[src/design/gbw_pkg.sv]
// Package for the glyph bitmap pixel writer.
// Holds the opcode, format and register index codes, the configuration struct and the
// RGB565 conversion. No dependencies.
package gbw_pkg;

  localparam int OFFSET_BITS = 26;
  localparam int DATA_BITS   = 32;
  localparam int DIM_BITS    = 13;

  typedef enum logic {
    OP_HEADER = 1'b0,
    OP_DATA   = 1'b1
  } op_e;

  typedef enum logic [1:0] {
    FMT_8    = 2'd0,
    FMT_16   = 2'd1,
    FMT_32   = 2'd2,
    FMT_NONE = 2'd3
  } pix_fmt_e;

  typedef enum logic [1:0] {
    CFG_SCREEN_WIDTH  = 2'd0,
    CFG_SCREEN_HEIGHT = 2'd1,
    CFG_PIXEL_FORMAT  = 2'd2,
    CFG_FONT_COLOR    = 2'd3
  } cfg_idx_e;

  localparam logic STATUS_WRITE  = 1'b0;
  localparam logic STATUS_REJECT = 1'b1;

  localparam logic [7:0] DEPTH_MONO = 8'd1;
  localparam logic [7:0] DEPTH_BYTE = 8'd8;

  localparam logic [DIM_BITS-1:0]  RST_SCREEN_WIDTH  = 13'd480;
  localparam logic [DIM_BITS-1:0]  RST_SCREEN_HEIGHT = 13'd272;
  localparam pix_fmt_e             RST_PIXEL_FORMAT  = FMT_16;
  localparam logic [DATA_BITS-1:0] RST_FONT_COLOR    = 32'd0;

  typedef struct packed {
    logic [DIM_BITS-1:0]  screen_width;
    logic [DIM_BITS-1:0]  screen_height;
    pix_fmt_e             pixel_format;
    logic [DATA_BITS-1:0] font_color;
  } cfg_t;

  function automatic logic [DATA_BITS-1:0] rgb565(input logic [DATA_BITS-1:0] c);
    rgb565 = {16'd0, c[23:19], c[15:10], c[7:3]};
  endfunction

endpackage

[src/design/gbw_if.sv]
// Channel interfaces of the glyph bitmap pixel writer: input items, pixel results and
// configuration writes. Valid/ready handshake on each. No dependencies.
interface gbw_in_if #(
  parameter int COORD_BITS = 12,
  parameter int PITCH_BITS = 10
);
  logic                  valid;
  logic                  ready;
  logic                  opcode;
  logic [COORD_BITS-1:0] glyph_left;
  logic [COORD_BITS-1:0] glyph_top;
  logic [COORD_BITS-1:0] glyph_right;
  logic [COORD_BITS-1:0] glyph_bottom;
  logic [7:0]            source_depth;
  logic [PITCH_BITS-1:0] row_pitch;
  logic [7:0]            data_byte;

  modport source (
    output valid, opcode, glyph_left, glyph_top, glyph_right, glyph_bottom,
           source_depth, row_pitch, data_byte,
    input  ready
  );
  modport sink (
    input  valid, opcode, glyph_left, glyph_top, glyph_right, glyph_bottom,
           source_depth, row_pitch, data_byte,
    output ready
  );
endinterface

interface gbw_out_if #(
  parameter int COORD_BITS = 12
);
  logic                  valid;
  logic                  ready;
  logic                  status;
  logic [COORD_BITS-1:0] pixel_x;
  logic [COORD_BITS-1:0] pixel_y;
  logic [25:0]           byte_offset;
  logic [31:0]           write_data;
  logic [1:0]            write_size;
  logic                  last;

  modport source (
    output valid, status, pixel_x, pixel_y, byte_offset, write_data, write_size, last,
    input  ready
  );
  modport sink (
    input  valid, status, pixel_x, pixel_y, byte_offset, write_data, write_size, last,
    output ready
  );
endinterface

interface gbw_cfg_if;
  logic        valid;
  logic        ready;
  logic [1:0]  index;
  logic [31:0] wdata;

  modport source (output valid, index, wdata, input ready);
  modport sink (input valid, index, wdata, output ready);
endinterface

[src/design/gbw_front.sv]
// Front end: accepts headers and source bytes, tracks the glyph walk and emits one job
// per rejected header or per byte with set pixels in the glyph. Uses gbw_pkg, gbw_in_if.
module gbw_front #(
  parameter int COORD_BITS = 12,
  parameter int PITCH_BITS = 10
) (
  input  logic                    clk_i,
  input  logic                    rst_ni,
  gbw_in_if.sink                  in_i,
  output logic                    job_valid_o,
  input  logic                    job_ready_i,
  output logic [2*COORD_BITS+8:0] job_o
);

  localparam int CW = COORD_BITS + 1;

  logic                  active_q, active_d;
  logic                  mono_q, mono_d;
  logic [COORD_BITS-1:0] left_q, left_d;
  logic [COORD_BITS-1:0] right_q, right_d;
  logic [COORD_BITS-1:0] bottom_q, bottom_d;
  logic [COORD_BITS-1:0] col_q, col_d;
  logic [COORD_BITS-1:0] row_q, row_d;
  logic [PITCH_BITS-1:0] bir_q, bir_d;
  logic [PITCH_BITS-1:0] pitch_q, pitch_d;

  logic                  acc;
  logic                  is_hdr;
  logic                  depth_ok;
  logic [7:0]            mask;
  logic [CW-1:0]         col_step;
  logic [COORD_BITS-1:0] col_adv;
  logic [COORD_BITS-1:0] row_inc;
  logic [PITCH_BITS-1:0] bir_inc;
  logic [COORD_BITS-1:0] hdr_start;
  logic [COORD_BITS-1:0] cur_start;

  assign in_i.ready = job_ready_i;
  assign acc        = in_i.valid && in_i.ready;
  assign is_hdr     = (in_i.opcode == gbw_pkg::OP_HEADER);
  assign depth_ok   = (in_i.source_depth == gbw_pkg::DEPTH_MONO) ||
                      (in_i.source_depth == gbw_pkg::DEPTH_BYTE);

  always_comb begin
    logic [CW-1:0] colx;
    for (int i = 0; i < 8; i++) begin
      colx = {1'b0, col_q} + CW'(i);
      if (mono_q) begin
        mask[i] = in_i.data_byte[7-i] && (colx < {1'b0, right_q});
      end else begin
        mask[i] = (i == 0) && (in_i.data_byte != 8'd0) && (colx < {1'b0, right_q});
      end
    end
  end

  assign col_step  = {1'b0, col_q} + (mono_q ? CW'(8) : CW'(1));
  assign col_adv   = (col_step < {1'b0, right_q}) ? col_step[COORD_BITS-1:0] : right_q;
  assign row_inc   = row_q + 1'b1;
  assign bir_inc   = bir_q + 1'b1;
  assign hdr_start = (in_i.glyph_left < in_i.glyph_right) ? in_i.glyph_left
                                                          : in_i.glyph_right;
  assign cur_start = (left_q < right_q) ? left_q : right_q;

  always_comb begin
    active_d = active_q;
    mono_d   = mono_q;
    left_d   = left_q;
    right_d  = right_q;
    bottom_d = bottom_q;
    col_d    = col_q;
    row_d    = row_q;
    bir_d    = bir_q;
    pitch_d  = pitch_q;
    if (acc) begin
      if (is_hdr) begin
        if (!depth_ok) begin
          active_d = 1'b0;
        end else begin
          mono_d   = (in_i.source_depth == gbw_pkg::DEPTH_MONO);
          left_d   = in_i.glyph_left;
          right_d  = in_i.glyph_right;
          bottom_d = in_i.glyph_bottom;
          pitch_d  = in_i.row_pitch;
          col_d    = hdr_start;
          row_d    = in_i.glyph_top;
          bir_d    = '0;
          active_d = (in_i.glyph_top < in_i.glyph_bottom) && (in_i.row_pitch != '0);
        end
      end else if (active_q) begin
        col_d = col_adv;
        bir_d = bir_inc;
        if (bir_inc >= pitch_q) begin
          bir_d = '0;
          col_d = cur_start;
          row_d = row_inc;
          if ((row_inc >= bottom_q) || (row_inc == '0)) begin
            active_d = 1'b0;
          end
        end
      end
    end
  end

  always_ff @(posedge clk_i or negedge rst_ni) begin
    if (!rst_ni) begin
      active_q <= 1'b0;
      mono_q   <= 1'b0;
      left_q   <= '0;
      right_q  <= '0;
      bottom_q <= '0;
      col_q    <= '0;
      row_q    <= '0;
      bir_q    <= '0;
      pitch_q  <= '0;
    end else begin
      active_q <= active_d;
      mono_q   <= mono_d;
      left_q   <= left_d;
      right_q  <= right_d;
      bottom_q <= bottom_d;
      col_q    <= col_d;
      row_q    <= row_d;
      bir_q    <= bir_d;
      pitch_q  <= pitch_d;
    end
  end

  // job: reject flag, row, first column, column mask
  assign job_valid_o = acc && (is_hdr ? !depth_ok : (active_q && (mask != 8'd0)));
  assign job_o       = {is_hdr, row_q, col_q, mask};

endmodule

[src/design/gbw_fifo.sv]
// Small register queue between the front and back ends.
// Generic width and depth; no dependencies.
module gbw_fifo #(
  parameter int WIDTH = 33,
  parameter int DEPTH = 2
) (
  input  logic             clk_i,
  input  logic             rst_ni,
  input  logic             push_valid_i,
  output logic             push_ready_o,
  input  logic [WIDTH-1:0] push_data_i,
  output logic             pop_valid_o,
  input  logic             pop_ready_i,
  output logic [WIDTH-1:0] pop_data_o
);

  localparam int PW = (DEPTH > 1) ? $clog2(DEPTH) : 1;
  localparam int NW = $clog2(DEPTH + 1);

  logic [WIDTH-1:0] mem_q [DEPTH];
  logic [PW-1:0]    wr_ptr_q, wr_ptr_d;
  logic [PW-1:0]    rd_ptr_q, rd_ptr_d;
  logic [NW-1:0]    cnt_q, cnt_d;
  logic             do_push;
  logic             do_pop;

  assign push_ready_o = (cnt_q != NW'(DEPTH));
  assign pop_valid_o  = (cnt_q != '0);
  assign pop_data_o   = mem_q[rd_ptr_q];
  assign do_push      = push_valid_i && push_ready_o;
  assign do_pop       = pop_valid_o && pop_ready_i;

  always_comb begin
    wr_ptr_d = wr_ptr_q;
    rd_ptr_d = rd_ptr_q;
    cnt_d    = cnt_q;
    if (do_push) begin
      wr_ptr_d = (wr_ptr_q == PW'(DEPTH - 1)) ? '0 : wr_ptr_q + 1'b1;
    end
    if (do_pop) begin
      rd_ptr_d = (rd_ptr_q == PW'(DEPTH - 1)) ? '0 : rd_ptr_q + 1'b1;
    end
    if (do_push && !do_pop) begin
      cnt_d = cnt_q + 1'b1;
    end else if (do_pop && !do_push) begin
      cnt_d = cnt_q - 1'b1;
    end
  end

  always_ff @(posedge clk_i or negedge rst_ni) begin
    if (!rst_ni) begin
      wr_ptr_q <= '0;
      rd_ptr_q <= '0;
      cnt_q    <= '0;
    end else begin
      wr_ptr_q <= wr_ptr_d;
      rd_ptr_q <= rd_ptr_d;
      cnt_q    <= cnt_d;
    end
  end

  always_ff @(posedge clk_i) begin
    if (do_push) begin
      mem_q[wr_ptr_q] <= push_data_i;
    end
  end

endmodule

[src/design/gbw_back.sv]
// Back end: clips each job to the screen, computes the row base, then issues one pixel
// write per cycle into the output register when not stalled. Uses gbw_pkg, gbw_out_if.
module gbw_back #(
  parameter int COORD_BITS = 12
) (
  input  logic                    clk_i,
  input  logic                    rst_ni,
  input  gbw_pkg::cfg_t           cfg_i,
  input  logic                    job_valid_i,
  output logic                    job_ready_o,
  input  logic [2*COORD_BITS+8:0] job_i,
  gbw_out_if.source               out_o
);

  localparam int PRW  = COORD_BITS + gbw_pkg::DIM_BITS;
  localparam int CW   = COORD_BITS + 1;
  localparam int CMPW = ((CW > gbw_pkg::DIM_BITS) ? CW : gbw_pkg::DIM_BITS) + 1;
  localparam int OW   = (COORD_BITS + 16 > gbw_pkg::OFFSET_BITS) ? COORD_BITS + 16
                                                                 : gbw_pkg::OFFSET_BITS;

  logic                  head_rej;
  logic [COORD_BITS-1:0] head_y;
  logic [COORD_BITS-1:0] head_col;
  logic [7:0]            head_mask;
  logic [7:0]            head_wmask;

  logic                  cur_valid_q, cur_valid_d;
  logic                  cur_rej_q, cur_rej_d;
  logic [7:0]            cur_mask_q, cur_mask_d;
  logic [COORD_BITS-1:0] cur_col_q, cur_col_d;
  logic [COORD_BITS-1:0] cur_y_q, cur_y_d;
  logic [PRW-1:0]        cur_base_q, cur_base_d;

  logic                  out_valid_q, out_valid_d;
  logic                  out_status_q, out_status_d;
  logic [COORD_BITS-1:0] out_x_q, out_x_d;
  logic [COORD_BITS-1:0] out_y_q, out_y_d;
  logic [25:0]           out_off_q, out_off_d;
  logic [31:0]           out_data_q, out_data_d;
  logic [1:0]            out_size_q, out_size_d;
  logic                  out_last_q, out_last_d;

  logic                  emit_ok;
  logic                  step;
  logic                  cur_done;
  logic                  cur_free;
  logic                  load;
  logic [2:0]            sel;
  logic [7:0]            mask_rest;
  logic [CW-1:0]         pix_x;
  logic [OW-1:0]         lin;
  logic [OW-1:0]         off;
  logic [31:0]           pix_data;

  assign {head_rej, head_y, head_col, head_mask} = job_i;

  always_comb begin
    logic [CMPW-1:0] colx;
    for (int i = 0; i < 8; i++) begin
      colx = CMPW'(head_col) + CMPW'(i);
      head_wmask[i] = head_mask[i] && (colx < CMPW'(cfg_i.screen_width)) &&
                      (CMPW'(head_y) < CMPW'(cfg_i.screen_height)) &&
                      (cfg_i.pixel_format != gbw_pkg::FMT_NONE);
    end
  end

  always_comb begin
    sel = 3'd0;
    for (int i = 7; i >= 0; i--) begin
      if (cur_mask_q[i]) begin
        sel = 3'(i);
      end
    end
  end

  assign mask_rest = cur_mask_q & (cur_mask_q - 8'd1);
  assign emit_ok   = !out_valid_q || out_o.ready;
  assign step      = cur_valid_q && emit_ok;
  assign cur_done  = cur_rej_q || (mask_rest == 8'd0);
  assign cur_free  = !cur_valid_q || (step && cur_done);
  assign job_ready_o = cur_free;
  assign load      = job_valid_i && cur_free;

  always_comb begin
    cur_valid_d = cur_valid_q;
    cur_rej_d   = cur_rej_q;
    cur_mask_d  = cur_mask_q;
    cur_col_d   = cur_col_q;
    cur_y_d     = cur_y_q;
    cur_base_d  = cur_base_q;
    if (step) begin
      cur_mask_d = mask_rest;
      if (cur_done) begin
        cur_valid_d = 1'b0;
      end
    end
    if (load) begin
      cur_valid_d = head_rej || (head_wmask != 8'd0);
      cur_rej_d   = head_rej;
      cur_mask_d  = head_wmask;
      cur_col_d   = head_col;
      cur_y_d     = head_y;
      cur_base_d  = PRW'(head_y) * PRW'(cfg_i.screen_width);
    end
  end

  assign pix_x = CW'(cur_col_q) + CW'(sel);
  assign lin   = OW'(cur_base_q) + OW'(pix_x);

  always_comb begin
    unique case (cfg_i.pixel_format)
      gbw_pkg::FMT_8: begin
        off      = lin;
        pix_data = {24'd0, cfg_i.font_color[7:0]};
      end
      gbw_pkg::FMT_16: begin
        off      = lin << 1;
        pix_data = gbw_pkg::rgb565(cfg_i.font_color);
      end
      gbw_pkg::FMT_32: begin
        off      = lin << 2;
        pix_data = cfg_i.font_color;
      end
      default: begin
        off      = '0;
        pix_data = '0;
      end
    endcase
  end

  always_comb begin
    out_valid_d  = out_valid_q;
    out_status_d = out_status_q;
    out_x_d      = out_x_q;
    out_y_d      = out_y_q;
    out_off_d    = out_off_q;
    out_data_d   = out_data_q;
    out_size_d   = out_size_q;
    out_last_d   = out_last_q;
    if (step) begin
      out_valid_d = 1'b1;
      if (cur_rej_q) begin
        out_status_d = gbw_pkg::STATUS_REJECT;
        out_x_d      = '0;
        out_y_d      = '0;
        out_off_d    = '0;
        out_data_d   = '0;
        out_size_d   = '0;
        out_last_d   = 1'b1;
      end else begin
        out_status_d = gbw_pkg::STATUS_WRITE;
        out_x_d      = pix_x[COORD_BITS-1:0];
        out_y_d      = cur_y_q;
        out_off_d    = off[25:0];
        out_data_d   = pix_data;
        out_size_d   = cfg_i.pixel_format;
        out_last_d   = (mask_rest == 8'd0);
      end
    end else if (out_o.ready) begin
      out_valid_d = 1'b0;
    end
  end

  always_ff @(posedge clk_i or negedge rst_ni) begin
    if (!rst_ni) begin
      cur_valid_q <= 1'b0;
      out_valid_q <= 1'b0;
    end else begin
      cur_valid_q <= cur_valid_d;
      out_valid_q <= out_valid_d;
    end
  end

  always_ff @(posedge clk_i) begin
    cur_rej_q    <= cur_rej_d;
    cur_mask_q   <= cur_mask_d;
    cur_col_q    <= cur_col_d;
    cur_y_q      <= cur_y_d;
    cur_base_q   <= cur_base_d;
    out_status_q <= out_status_d;
    out_x_q      <= out_x_d;
    out_y_q      <= out_y_d;
    out_off_q    <= out_off_d;
    out_data_q   <= out_data_d;
    out_size_q   <= out_size_d;
    out_last_q   <= out_last_d;
  end

  assign out_o.valid       = out_valid_q;
  assign out_o.status      = out_status_q;
  assign out_o.pixel_x     = out_x_q;
  assign out_o.pixel_y     = out_y_q;
  assign out_o.byte_offset = out_off_q;
  assign out_o.write_data  = out_data_q;
  assign out_o.write_size  = out_size_q;
  assign out_o.last        = out_last_q;

`ifndef SYNTH
  a_cur_not_empty: assert property (@(posedge clk_i) disable iff (!rst_ni)
    cur_valid_q |-> (cur_rej_q || (cur_mask_q != 8'd0)))
    else $error("pixel job held with an empty mask");

  a_reject_clean: assert property (@(posedge clk_i) disable iff (!rst_ni)
    (out_valid_q && (out_status_q == gbw_pkg::STATUS_REJECT)) |->
      (out_last_q && (out_off_q == '0) && (out_data_q == '0)))
    else $error("reject result with stray fields");

  a_pixel_on_screen: assert property (@(posedge clk_i) disable iff (!rst_ni)
    (out_valid_q && (out_status_q == gbw_pkg::STATUS_WRITE)) |->
      ((CMPW'(out_x_q) < CMPW'(cfg_i.screen_width)) &&
       (CMPW'(out_y_q) < CMPW'(cfg_i.screen_height))))
    else $error("pixel write outside the screen");
`endif

endmodule

[src/design/glyph_bitmap_pixel_writer.sv]
// Top level of the glyph bitmap pixel writer: configuration registers, front end, job
// queue and back end. Uses gbw_pkg, gbw_if, gbw_front, gbw_fifo, gbw_back.
//
//   channel  dir  handshake      payload
//   in_i     in   valid/ready    opcode, glyph rectangle, source_depth, row_pitch, data_byte
//   cfg_i    in   valid/ready    index, wdata (always ready)
//   out_o    out  valid/ready    status, pixel_x/y, byte_offset, write_data/size, last
//
// An input item is taken whenever the two-entry job queue has room. Pixel writes leave
// at one per cycle, unless out_o stalls, through the single output register, so a 1-bpp
// byte makes up to eight writes; its job goes through the queue and the job register.
// The row base multiply fills the job register while the previous job drains, no bubble.
// Reset clears the glyph state and queue and loads the register defaults.
// Output stalls back up through the queue to in_i.ready.
module glyph_bitmap_pixel_writer #(
  parameter int COORD_BITS = 12,
  parameter int PITCH_BITS = 10
) (
  input  logic       clk_i,
  input  logic       rst_ni,
  gbw_in_if.sink     in_i,
  gbw_cfg_if.sink    cfg_i,
  gbw_out_if.source  out_o
);

  localparam int JOB_BITS = 2 * COORD_BITS + 9;

  gbw_pkg::cfg_t cfg_q, cfg_d;

  logic                front_valid;
  logic                front_ready;
  logic [JOB_BITS-1:0] front_job;
  logic                back_valid;
  logic                back_ready;
  logic [JOB_BITS-1:0] back_job;

  assign cfg_i.ready = 1'b1;

  always_comb begin
    cfg_d = cfg_q;
    if (cfg_i.valid) begin
      unique case (gbw_pkg::cfg_idx_e'(cfg_i.index))
        gbw_pkg::CFG_SCREEN_WIDTH:  cfg_d.screen_width  = cfg_i.wdata[gbw_pkg::DIM_BITS-1:0];
        gbw_pkg::CFG_SCREEN_HEIGHT: cfg_d.screen_height = cfg_i.wdata[gbw_pkg::DIM_BITS-1:0];
        gbw_pkg::CFG_PIXEL_FORMAT:  cfg_d.pixel_format  = gbw_pkg::pix_fmt_e'(cfg_i.wdata[1:0]);
        gbw_pkg::CFG_FONT_COLOR:    cfg_d.font_color    = cfg_i.wdata;
      endcase
    end
  end

  always_ff @(posedge clk_i or negedge rst_ni) begin
    if (!rst_ni) begin
      cfg_q.screen_width  <= gbw_pkg::RST_SCREEN_WIDTH;
      cfg_q.screen_height <= gbw_pkg::RST_SCREEN_HEIGHT;
      cfg_q.pixel_format  <= gbw_pkg::RST_PIXEL_FORMAT;
      cfg_q.font_color    <= gbw_pkg::RST_FONT_COLOR;
    end else begin
      cfg_q <= cfg_d;
    end
  end

  gbw_front #(
    .COORD_BITS (COORD_BITS),
    .PITCH_BITS (PITCH_BITS)
  ) u_front (
    .clk_i       (clk_i),
    .rst_ni      (rst_ni),
    .in_i        (in_i),
    .job_valid_o (front_valid),
    .job_ready_i (front_ready),
    .job_o       (front_job)
  );

  gbw_fifo #(
    .WIDTH (JOB_BITS),
    .DEPTH (2)
  ) u_fifo (
    .clk_i        (clk_i),
    .rst_ni       (rst_ni),
    .push_valid_i (front_valid),
    .push_ready_o (front_ready),
    .push_data_i  (front_job),
    .pop_valid_o  (back_valid),
    .pop_ready_i  (back_ready),
    .pop_data_o   (back_job)
  );

  gbw_back #(
    .COORD_BITS (COORD_BITS)
  ) u_back (
    .clk_i       (clk_i),
    .rst_ni      (rst_ni),
    .cfg_i       (cfg_q),
    .job_valid_i (back_valid),
    .job_ready_o (back_ready),
    .job_i       (back_job),
    .out_o       (out_o)
  );

endmodule
[src/flat_wrapper.sv]
// flat-port wrapper written by rule: the top's interface ports become plain ports
module glyph_bitmap_pixel_writer_flat 
#(
  parameter int COORD_BITS = 12,
  parameter int PITCH_BITS = 10
)
  (clk_i, rst_ni, in_i_valid, in_i_opcode, in_i_glyph_left, in_i_glyph_top, in_i_glyph_right, in_i_glyph_bottom, in_i_source_depth, in_i_row_pitch, in_i_data_byte, in_i_ready, cfg_i_valid, cfg_i_index, cfg_i_wdata, cfg_i_ready, out_o_valid, out_o_status, out_o_pixel_x, out_o_pixel_y, out_o_byte_offset, out_o_write_data, out_o_write_size, out_o_last, out_o_ready);
  gbw_in_if #(.COORD_BITS(COORD_BITS), .PITCH_BITS(PITCH_BITS)) in_i_i ();
  gbw_cfg_if cfg_i_i ();
  gbw_out_if #(.COORD_BITS(COORD_BITS)) out_o_i ();
  input  logic clk_i;
  input  logic rst_ni;
  input wire logic [$bits(in_i_i.valid)-1:0] in_i_valid;
  input wire logic [$bits(in_i_i.opcode)-1:0] in_i_opcode;
  input wire logic [$bits(in_i_i.glyph_left)-1:0] in_i_glyph_left;
  input wire logic [$bits(in_i_i.glyph_top)-1:0] in_i_glyph_top;
  input wire logic [$bits(in_i_i.glyph_right)-1:0] in_i_glyph_right;
  input wire logic [$bits(in_i_i.glyph_bottom)-1:0] in_i_glyph_bottom;
  input wire logic [$bits(in_i_i.source_depth)-1:0] in_i_source_depth;
  input wire logic [$bits(in_i_i.row_pitch)-1:0] in_i_row_pitch;
  input wire logic [$bits(in_i_i.data_byte)-1:0] in_i_data_byte;
  output wire logic [$bits(in_i_i.ready)-1:0] in_i_ready;
  input wire logic [$bits(cfg_i_i.valid)-1:0] cfg_i_valid;
  input wire logic [$bits(cfg_i_i.index)-1:0] cfg_i_index;
  input wire logic [$bits(cfg_i_i.wdata)-1:0] cfg_i_wdata;
  output wire logic [$bits(cfg_i_i.ready)-1:0] cfg_i_ready;
  output wire logic [$bits(out_o_i.valid)-1:0] out_o_valid;
  output wire logic [$bits(out_o_i.status)-1:0] out_o_status;
  output wire logic [$bits(out_o_i.pixel_x)-1:0] out_o_pixel_x;
  output wire logic [$bits(out_o_i.pixel_y)-1:0] out_o_pixel_y;
  output wire logic [$bits(out_o_i.byte_offset)-1:0] out_o_byte_offset;
  output wire logic [$bits(out_o_i.write_data)-1:0] out_o_write_data;
  output wire logic [$bits(out_o_i.write_size)-1:0] out_o_write_size;
  output wire logic [$bits(out_o_i.last)-1:0] out_o_last;
  input wire logic [$bits(out_o_i.ready)-1:0] out_o_ready;
  assign in_i_i.valid = in_i_valid;
  assign in_i_i.opcode = in_i_opcode;
  assign in_i_i.glyph_left = in_i_glyph_left;
  assign in_i_i.glyph_top = in_i_glyph_top;
  assign in_i_i.glyph_right = in_i_glyph_right;
  assign in_i_i.glyph_bottom = in_i_glyph_bottom;
  assign in_i_i.source_depth = in_i_source_depth;
  assign in_i_i.row_pitch = in_i_row_pitch;
  assign in_i_i.data_byte = in_i_data_byte;
  assign in_i_ready = in_i_i.ready;
  assign cfg_i_i.valid = cfg_i_valid;
  assign cfg_i_i.index = cfg_i_index;
  assign cfg_i_i.wdata = cfg_i_wdata;
  assign cfg_i_ready = cfg_i_i.ready;
  assign out_o_valid = out_o_i.valid;
  assign out_o_status = out_o_i.status;
  assign out_o_pixel_x = out_o_i.pixel_x;
  assign out_o_pixel_y = out_o_i.pixel_y;
  assign out_o_byte_offset = out_o_i.byte_offset;
  assign out_o_write_data = out_o_i.write_data;
  assign out_o_write_size = out_o_i.write_size;
  assign out_o_last = out_o_i.last;
  assign out_o_i.ready = out_o_ready;
  glyph_bitmap_pixel_writer #(.COORD_BITS(COORD_BITS), .PITCH_BITS(PITCH_BITS)) u_core (.clk_i(clk_i), .rst_ni(rst_ni), .in_i(in_i_i), .cfg_i(cfg_i_i), .out_o(out_o_i));
endmodule
[config.mk]
export PLATFORM = sky130hd
export DESIGN_NAME = glyph_bitmap_pixel_writer_flat
export DESIGN_NICKNAME = d
export VERILOG_FILES = /design/src/design/gbw_pkg.sv /design/src/design/gbw_if.sv /design/src/design/gbw_front.sv /design/src/design/gbw_fifo.sv /design/src/design/gbw_back.sv /design/src/design/glyph_bitmap_pixel_writer.sv /design/src/flat_wrapper.sv
export SDC_FILE = /design/constraint.sdc
export NUM_CORES = 1
export LEC_CHECK = 0
export ABC_AREA = 1
export BUFFER_PORTS_ARGS = -buffer_cell sky130_fd_sc_hd__buf_4
export CAP_MARGIN = 0
export CORE_AREA = 2 2 282 284
export CTS_CLUSTER_SIZE = 20
export DETAILED_ROUTE_END_ITERATION = 12
export DIE_AREA = 0 0 284 286
export GPL_ROUTABILITY_DRIVEN = 0
export SETUP_SLACK_MARGIN = 0.15
export SKIP_LAST_GASP = 1
export SLEW_MARGIN = 20
export SYNTH_ARGS = -nofsm -noshare
export SYNTH_HDL_FRONTEND = slang
export SYNTH_HIERARCHICAL = 1
export SYNTH_SLANG_ARGS = --single-unit
[constraint.sdc]
create_clock -name clk_i -period 14.7 [get_ports clk_i]
set_clock_uncertainty 0.05 [all_clocks]
set_input_delay 2.94 -clock clk_i [delete_from_list [all_inputs] [get_ports clk_i]]
set_output_delay 2.94 -clock clk_i [all_outputs]
set_load 0.03 [all_outputs]
**Yosys cells after proc, flatten, opt, wreduce, memory -nomap -nowiden**

Memories as Yosys holds them, arrays and structs flattened.
Index checks and enable logic that the tools add are counted.

- ROM bits: 0
- Bits in latches: 0
- Memories kept: 1
- Output and inout port bits: 89
- RAM bits: 66
- Bits in registers: 292
- Logic and storage cells: 222
- Input bits: 114

Memory list:

| name | depth | bits a word | read ports | clocked after memory_dff | write ports | line | RTL |
|---|---|---|---|---|---|---|---|
| u_core.u_fifo.mem_q | 2 | 33 | 1 | 0 | 1 | gbw_fifo.sv:20 | `logic [WIDTH-1:0] mem_q [DEPTH];` |

- Reductions and logical operators: 76
- Add/subtract/negate cells: 24
- Equal/unequal tests: 11
- $mul: 1
- Order comparisons: 23
- Divide/modulo/power cells: 0
- Shifts and indexed selects: 0
- Bitwise operators: 2
- Muxes and demuxes: 54

Operators by type and width:

| kind | number |
|---|---|
| two-way mux 12 bit | 11 |
| adder 12 x 3 -> 13 bit (second input constant) | 8 |
| < comparator 13 x 12 -> 1 bit | 8 |
| case mux 32 bit (3 select lines) | 1 |
| < comparator 13 bit | 7 |
| case mux 26 bit (3 select lines) | 1 |
| adder 12 x 2 -> 13 bit (second input constant) | 4 |
| < comparator 12 bit | 4 |
| logical AND 1 bit | 43 |
| two-way mux 10 bit | 4 |
| adder 12 x 1 -> 13 bit (second input constant) | 2 |
| adder 25 x 13 -> 26 bit | 1 |
| < comparator 12 x 13 -> 1 bit | 2 |
| multiplier 12 x 13 -> 25 bit | 1 |
| two-way mux 1 bit | 24 |
| two-way mux 3 bit | 8 |
| nonzero test 8 bit | 3 |
| two-way mux 8 bit | 2 |
| adder 12 x 3 -> 13 bit | 1 |
| adder 12 x 4 -> 13 bit | 1 |
| adder 12 x 1 -> 12 bit (second input constant) | 1 |
| greater-or-equal comparator 12 bit | 1 |
| logical NOT 12 bit | 1 |
| nonzero test 2 bit | 6 |
| other kinds (24) | 46 |

**Longest topological paths before layout**

- Depth in word-level cells: 13
- Depth in mapped cells: 32
- Depth with buffers taken out: 32

**Hierarchy**

Netlist, hierarchy kept.

By module, submodules not included:

| module | area each (µm²) | cells an instance | seq. area each (µm²) | instances |
|---|---|---|---|---|
| gbw_back | 16,465.8 | 2,124 | 4,374.2 | 1 |
| gbw_front | 9,395.3 | 1,372 | 2,052.0 | 1 |
| gbw_fifo | 2,703.8 | 201 | 2,082.0 | 1 |
| glyph_bitmap_pixel_writer | 2,472.4 | 272 | 1,510.2 | 1 |

**Least setup slack after synthesis**

Ideal clock, no wire load.

- Path type: in2reg
- From: input in_i_opcode
- To: memory u_core.u_fifo.mem_q[0][0], enable pin
- Library setup time: 0.423 ns
- Path slack: 9.046 ns
- Path buffers: 2
- Data arrival time: 5.181 ns
- Cell stages on the path: 7
- Required time: 14.227 ns
- Path through: buf_2 buf_1 clkinv_1 nand2_1 a21oi_1 nand2_4 nor2_1

- Longest elaborated chain between the ends: 5

Ends and longest elaborated chain:

| item | line | RTL |
|---|---|---|
| from (decl) | flat_wrapper.sv:14 | `input wire logic [$bits(in_i_i.opcode)-1:0] in_i_opcode;` |
| two-way mux 1 bit | gbw_front.sv:129 | `assign job_valid_o = acc && (is_hdr ? !depth_ok : (active_q && (mask != 8'd0)));` |
| logical AND 1 bit | gbw_front.sv:129 |  |
| net u_core.front_valid | glyph_bitmap_pixel_writer.sv:30 | `logic front_valid;` |
| logical AND 1 bit | gbw_fifo.sv:30 | `assign do_push = push_valid_i && push_ready_o;` |
| two-way mux 1 bit | gbw_fifo.sv:63 | `if (do_push) begin` |
| two-way mux 1 bit (not written as such) | gbw_fifo.sv:64 | `mem_q[wr_ptr_q] <= push_data_i;` |
| to (decl) | gbw_fifo.sv:20 |  |

The timed path passes the listed nets, and every way through them passes these cells.

**Worst setup path after layout**

- From: register u_core.u_fifo.rd_ptr_q
- To: register u_core.u_back.cur_base_q[21] (data pin)

- Longest elaborated chain between the ends: 2

Ends and longest elaborated chain:

| item | line | RTL |
|---|---|---|
| from (decl) | gbw_fifo.sv:22 | `logic [PW-1:0] rd_ptr_q, rd_ptr_d;` |
| from (signal assigned) | gbw_fifo.sv:57 | `rd_ptr_q <= rd_ptr_d;` |
| memory (2 x 33 bit) | - |  |
| net u_core.back_job[28] | glyph_bitmap_pixel_writer.sv:35 | `logic [JOB_BITS-1:0] back_job;` |
| multiplier 12 x 13 -> 25 bit | gbw_back.sv:103 | `cur_base_d = PRW'(head_y) * PRW'(cfg_i.screen_width);` |
| to (signal assigned) | gbw_back.sv:179 | `cur_base_q <= cur_base_d;` |
| to (decl) | gbw_back.sv:32 | `logic [PRW-1:0] cur_base_q, cur_base_d;` |

The timed path passes the listed nets, and every way through them passes these cells.
A chain may end at the register's enable or synchronous reset.

==> results.rst <==
.. list-table::
   :header-rows: 1

   * - Metric
     - Value
   * - Result of the run
     - finished clean
   * - Buffer count from post-CTS setup fixing
     - 0
   * - Post-placement cell area
     - roughly 0.033 mm2
   * - Post-Route WL
     - slightly above 80 mm
   * - Post-Synth Adder-Cell Area
     - 21.6%
   * - Starting DRT DRC Count
     - 1830
   * - Final setup vio count
     - 0
   * - Total core area
     - a little under 0.08 mm2
   * - Later-pin clock latency in the skew report
     - ~0.57 ns
   * - Number of clock sinks
     - roughly 360
   * - Source of the critical timing path
     - u_core/u_fifo/rd_ptr_q$_DFFE_PN0P_
   * - Vert. Die Dim
     - 286 um
   * - Maximum fanout along the worst path
     - 34
   * - Count of synthesis-stage warnings from yosys
     - 6
   * - Simple-gate share of the synthesized area
     - roughly 25%
   * - Final worst path period share
     - ~41%
   * - Parity-gate share of the synthesized area counting xor and xnor cells
     - approximately 4.9%
   * - Critical Path Sink Type
     - register
   * - Slew HR
     - about two fifths
   * - DR DRC count
     - 0
   * - Vias per cell
     - around 4.9
   * - Final nets
     - about 4700
   * - Sequential cell area fraction in the yosys report
     - between 30% and 40%
   * - Required time at the endpoint of the critical path
     - 14.95 ns
   * - Initial core utilization
     - approximately two fifths
   * - Quantity of I/O buffers inserted on ports
     - 201
   * - Number of buffers added by the clock tree synthesis step
     - 41
   * - DP HPWL
     - approximately 63 mm
   * - Post-synthesis area per instance
     - around 7.8 um2
   * - Reg-to-Reg End
     - u_core/u_back/cur_base_q[21]$_DFFE_PP_
   * - Final standard cell area without fillers
     - 0.0348 mm2
   * - Combined area of the multi-input logic cells
     - 0.0179 mm2
   * - Clock tree from TritonCTS
     - built
   * - Initial antenna violation count
     - 0
   * - Worst Reg2Reg Path Length in Cells
     - 20
   * - Sum of negative setup slack
     - 0 ns
   * - Setup slack after layout
     - around 8.7 ns
   * - Grt total ovfl
     - 0
   * - Number of max-slew violations in the final report
     - 0
   * - Share of post-route cells with drive strength above 1
     - 9.24%
   * - Worst r2r src
     - u_core/u_fifo/rd_ptr_q$_DFFE_PN0P_
   * - Path class of the lowest-slack min-delay path
     - register to register
   * - Maximum level of the CTS H-tree
     - 2
   * - Kind of critical path
     - register to register
   * - Number of antenna-violating nets in the routed design
     - 0
   * - Dpl ws
     - about 8.7 ns
   * - Max Clk Rate
     - between 150 and 200 MHz
   * - Area Overhead vs Synth
     - 12.2%
   * - ANT cells
     - 0
   * - EDFF count, synth
     - between 200 and 250
   * - Unrepaired setup endpoints after global routing
     - false
   * - Maximum number of buffers from clock root to sink
     - 3
   * - Net count after synthesis
     - between 4000 and 5000
   * - Largest family of logic cells by synthesized area
     - simple AND/OR/NAND/NOR gates
   * - Number of global-route vias before repair
     - approximately 24000
   * - Maximum number of pins on one net before global-route repair
     - a little under 90
   * - Area of the die
     - 0.0812 mm2
   * - Synthesized cell area
     - about 0.031 mm2
   * - Endpoint of the most critical setup path
     - u_core/u_back/cur_base_q[21]$_DFFE_PP_
   * - Post-synth top flop
     - sky130_fd_sc_hd__edfxtp_1
   * - Compound-cell area share of the yosys netlist
     - 6.31%
   * - Number of distinct library cells after synthesis
     - 64
   * - Master cell of the clock root buffer
     - sky130_fd_sc_hd__clkbuf_16
   * - Share of synthesized registers carrying an async set or reset
     - between 40% and 50%
   * - Final core utilization
     - 44.4%
   * - Number of instances in the synthesized netlist
     - 3969
   * - Reg-to-reg slack, setup
     - about 8.7 ns
   * - Clk pin slew, worst setup/hold paths
     - approximately 0.060 ns
   * - Standard-cell row count
     - 103
   * - Horizontal die dimension
     - around 280 um
   * - Hold buffer count at CTS
     - 0
   * - Arrival time of the worst setup path
     - 6.29 ns
   * - Type of element launching the critical path
     - register
   * - Cts repair resizes
     - 0
   * - I/O pin total
     - approximately 200
   * - WL per Instance
     - around 16 um
   * - Final hold vios
     - 0
   * - Proportion of synthesized area in mux cells
     - 0.0323%
   * - Number of filler cells placed in the layout
     - 7904
   * - Transition time of the tightest slew-check pin
     - ~0.90 ns
   * - Reg area
     - approximately 0.010 mm2
   * - Vias after detailed routing
     - 25500
   * - Shortest period the worst path allows
     - between 6 and 7 ns
   * - Max-capacitance violation count
     - 0
   * - DR pass1 iterations
     - 5
   * - Overall routing resource usage
     - between 10% and 20%
   * - Flip-flop and latch count after synthesis
     - ~360
   * - First-pass GRT wire length
     - around 130 mm
[placed cells by master (no fill, tap or decap), types with 5 or more instances in the layout]
master / n
sky130_fd_sc_hd__a21o_1: 5
sky130_fd_sc_hd__a21oi_1: 180
sky130_fd_sc_hd__a31oi_1: 14
sky130_fd_sc_hd__buf_4: 218
sky130_fd_sc_hd__clkbuf_1: 7
sky130_fd_sc_hd__clkbuf_16: 43
sky130_fd_sc_hd__clkbuf_8: 6
sky130_fd_sc_hd__clkinv_1: 8
sky130_fd_sc_hd__clkinv_2: 6
sky130_fd_sc_hd__dfrtp_1: 141
sky130_fd_sc_hd__dfstp_2: 7
sky130_fd_sc_hd__edfxtp_1: 210
sky130_fd_sc_hd__fa_1: 112
sky130_fd_sc_hd__ha_1: 357
sky130_fd_sc_hd__inv_1: 647
sky130_fd_sc_hd__inv_2: 25
sky130_fd_sc_hd__nand2_1: 1169
sky130_fd_sc_hd__nand2_2: 21
sky130_fd_sc_hd__nand2_4: 6
sky130_fd_sc_hd__nand3_1: 194
sky130_fd_sc_hd__nand3b_1: 16
sky130_fd_sc_hd__nand4_1: 75
sky130_fd_sc_hd__nor2_1: 258
sky130_fd_sc_hd__nor2_2: 14
sky130_fd_sc_hd__nor3_1: 29
sky130_fd_sc_hd__o211ai_1: 15
sky130_fd_sc_hd__o21a_1: 10
sky130_fd_sc_hd__o21ai_0: 91
sky130_fd_sc_hd__o21ai_1: 21
sky130_fd_sc_hd__o21bai_1: 10
sky130_fd_sc_hd__xnor2_1: 24
sky130_fd_sc_hd__xor2_1: 147
[logic make-up (layout without fill, tap and decap cells)]
kind of cell | after synthesis | count (layout)
simple gates | 1811 | 1811
buf+inv | 797 | 974
fa+ha+maj | 469 | 469
compound gates | 360 | 360
flops | 358 | 358
xor+xnor | 172 | 172
other cells | 1 | 1
mux | 1 | 1
[how the worst min path moves through the flow]
stage | endpoint | start | cells past startpoint | slack [ns]
after global routing | u_core/cfg_q[42]$_DFFE_PN1P_ | u_core/cfg_q[42]$_DFFE_PN1P_ | 2 | 0.44
final | u_core/cfg_q[38]$_DFFE_PN1P_ | u_core/cfg_q[38]$_DFFE_PN1P_ | 2 | 0.41
after floorplan | u_core/u_back/out_o.status$_DFFE_PP_ | u_core/u_back/cur_rej_q$_DFFE_PP_ | 0 | 0.37
after CTS | u_core/cfg_q[38]$_DFFE_PN1P_ | u_core/cfg_q[38]$_DFFE_PN1P_ | 2 | 0.41
after detailed placement | u_core/cfg_q[38]$_DFFE_PN1P_ | u_core/cfg_q[38]$_DFFE_PN1P_ | 2 | 0.40
after global placement | u_core/cfg_q[38]$_DFFE_PN1P_ | u_core/cfg_q[38]$_DFFE_PN1P_ | 2 | 0.40
[state kept, by name, summed over array words and instances (netlist names), 12 cells and up]
name and cells:
u_core/cfg_q 60, u_core/u_back/out_o.pixel_x 12, u_core/u_front/left_q 12, u_core/u_back/cur_y_q 12, u_core/u_back/cur_base_q 25, u_core/u_fifo/mem_q 66, u_core/u_front/col_q 12, u_core/u_back/out_o.pixel_y 12
u_core/u_back/cur_col_q 12, u_core/u_back/out_o.byte_offset 26, u_core/u_back/out_o.write_data 32, u_core/u_front/bottom_q 12, u_core/u_front/right_q 12, u_core/u_front/row_q 12
[final cells by class]
class,count,area share (%)
clock inverter,18,0.633
clock buffer,56,3.40
multi-input combinational,2814,51.3
sequential,358,28.8
timing repair buffer,220,4.77
inverter,680,7.36
tap,1050,3.77
[critical path, cell delays in order (launching register included)]
cell	delay, ns
sky130_fd_sc_hd__dfrtp_1	0.69
sky130_fd_sc_hd__inv_8	0.19
sky130_fd_sc_hd__nand2_2	0.09
sky130_fd_sc_hd__nand2_1	0.37
sky130_fd_sc_hd__nand2_1	0.19
sky130_fd_sc_hd__inv_1	0.07
sky130_fd_sc_hd__fa_1	0.52
sky130_fd_sc_hd__inv_1	0.05
sky130_fd_sc_hd__fa_1	0.50
sky130_fd_sc_hd__inv_1	0.06
sky130_fd_sc_hd__fa_1	0.51
sky130_fd_sc_hd__fa_1	0.55
sky130_fd_sc_hd__inv_1	0.05
sky130_fd_sc_hd__fa_1	0.53
sky130_fd_sc_hd__inv_1	0.04
sky130_fd_sc_hd__ha_1	0.36
sky130_fd_sc_hd__a21oi_1	0.34
sky130_fd_sc_hd__o21ai_0	0.16
sky130_fd_sc_hd__a21oi_1	0.16
sky130_fd_sc_hd__nand3_1	0.11
sky130_fd_sc_hd__xor2_1	0.15
[stage by stage]
step / cells / hold slack, ns
global placement: 5122 / 0.401
floorplan: 3969 / 0.374
global route: 5196 / 0.436
detailed placement: 5122 / 0.404
CTS: 5196 / 0.413
finish: 5196 / 0.413
[synth_stat cells (4+ instances only)]
library cell               number  area share, %
sky130_fd_sc_hd__nand2_1     1169             14
sky130_fd_sc_hd__inv_1        648            7.8
sky130_fd_sc_hd__ha_1         357             14
sky130_fd_sc_hd__nor2_1       262            3.2
sky130_fd_sc_hd__edfxtp_1     210             20
sky130_fd_sc_hd__nand3_1      194            3.1
sky130_fd_sc_hd__a21oi_1      180            2.9
sky130_fd_sc_hd__xor2_1       147            4.1
sky130_fd_sc_hd__dfrtp_1      141             11
sky130_fd_sc_hd__fa_1         112            7.2
sky130_fd_sc_hd__o21ai_0       91            1.5
sky130_fd_sc_hd__nand4_1       75            1.5
sky130_fd_sc_hd__clkbuf_1      53           0.64
sky130_fd_sc_hd__buf_2         31           0.50
sky130_fd_sc_hd__nor3_1        29           0.47
sky130_fd_sc_hd__inv_2         25           0.30
sky130_fd_sc_hd__xnor2_1       24           0.68
sky130_fd_sc_hd__nand2_2       21           0.42
sky130_fd_sc_hd__o21ai_1       21           0.34
sky130_fd_sc_hd__buf_4         17           0.41
sky130_fd_sc_hd__nand3b_1      16           0.39
sky130_fd_sc_hd__o211ai_1      15           0.36
sky130_fd_sc_hd__a31oi_1       14           0.28
sky130_fd_sc_hd__nor2_2        10           0.20
sky130_fd_sc_hd__o21a_1        10           0.24
sky130_fd_sc_hd__o21bai_1      10           0.24
sky130_fd_sc_hd__buf_1          8          0.097
sky130_fd_sc_hd__buf_6          7           0.25
sky130_fd_sc_hd__dfstp_2        7           0.59
sky130_fd_sc_hd__clkinv_1       6          0.073
sky130_fd_sc_hd__nand2_4        6           0.22
sky130_fd_sc_hd__a21o_1         5           0.12
sky130_fd_sc_hd__nor2_4         4           0.15
[metal layers]
layer | track usage, % | vias to the layer above | share of wire, %
li1 | - | 12900 | -
met1 | 28.9 | 11800 | 48
met2 | 31.4 | 704 | 44
met3 | 2.36 | 113 | 5.4
met4 | 5.57 | 0 | 2.6
met5 | 0 | - | 0
Power is left out: the tool's default activity adds up to more than one toggle a clock period on the data nets, which glitch-free logic cannot reach.
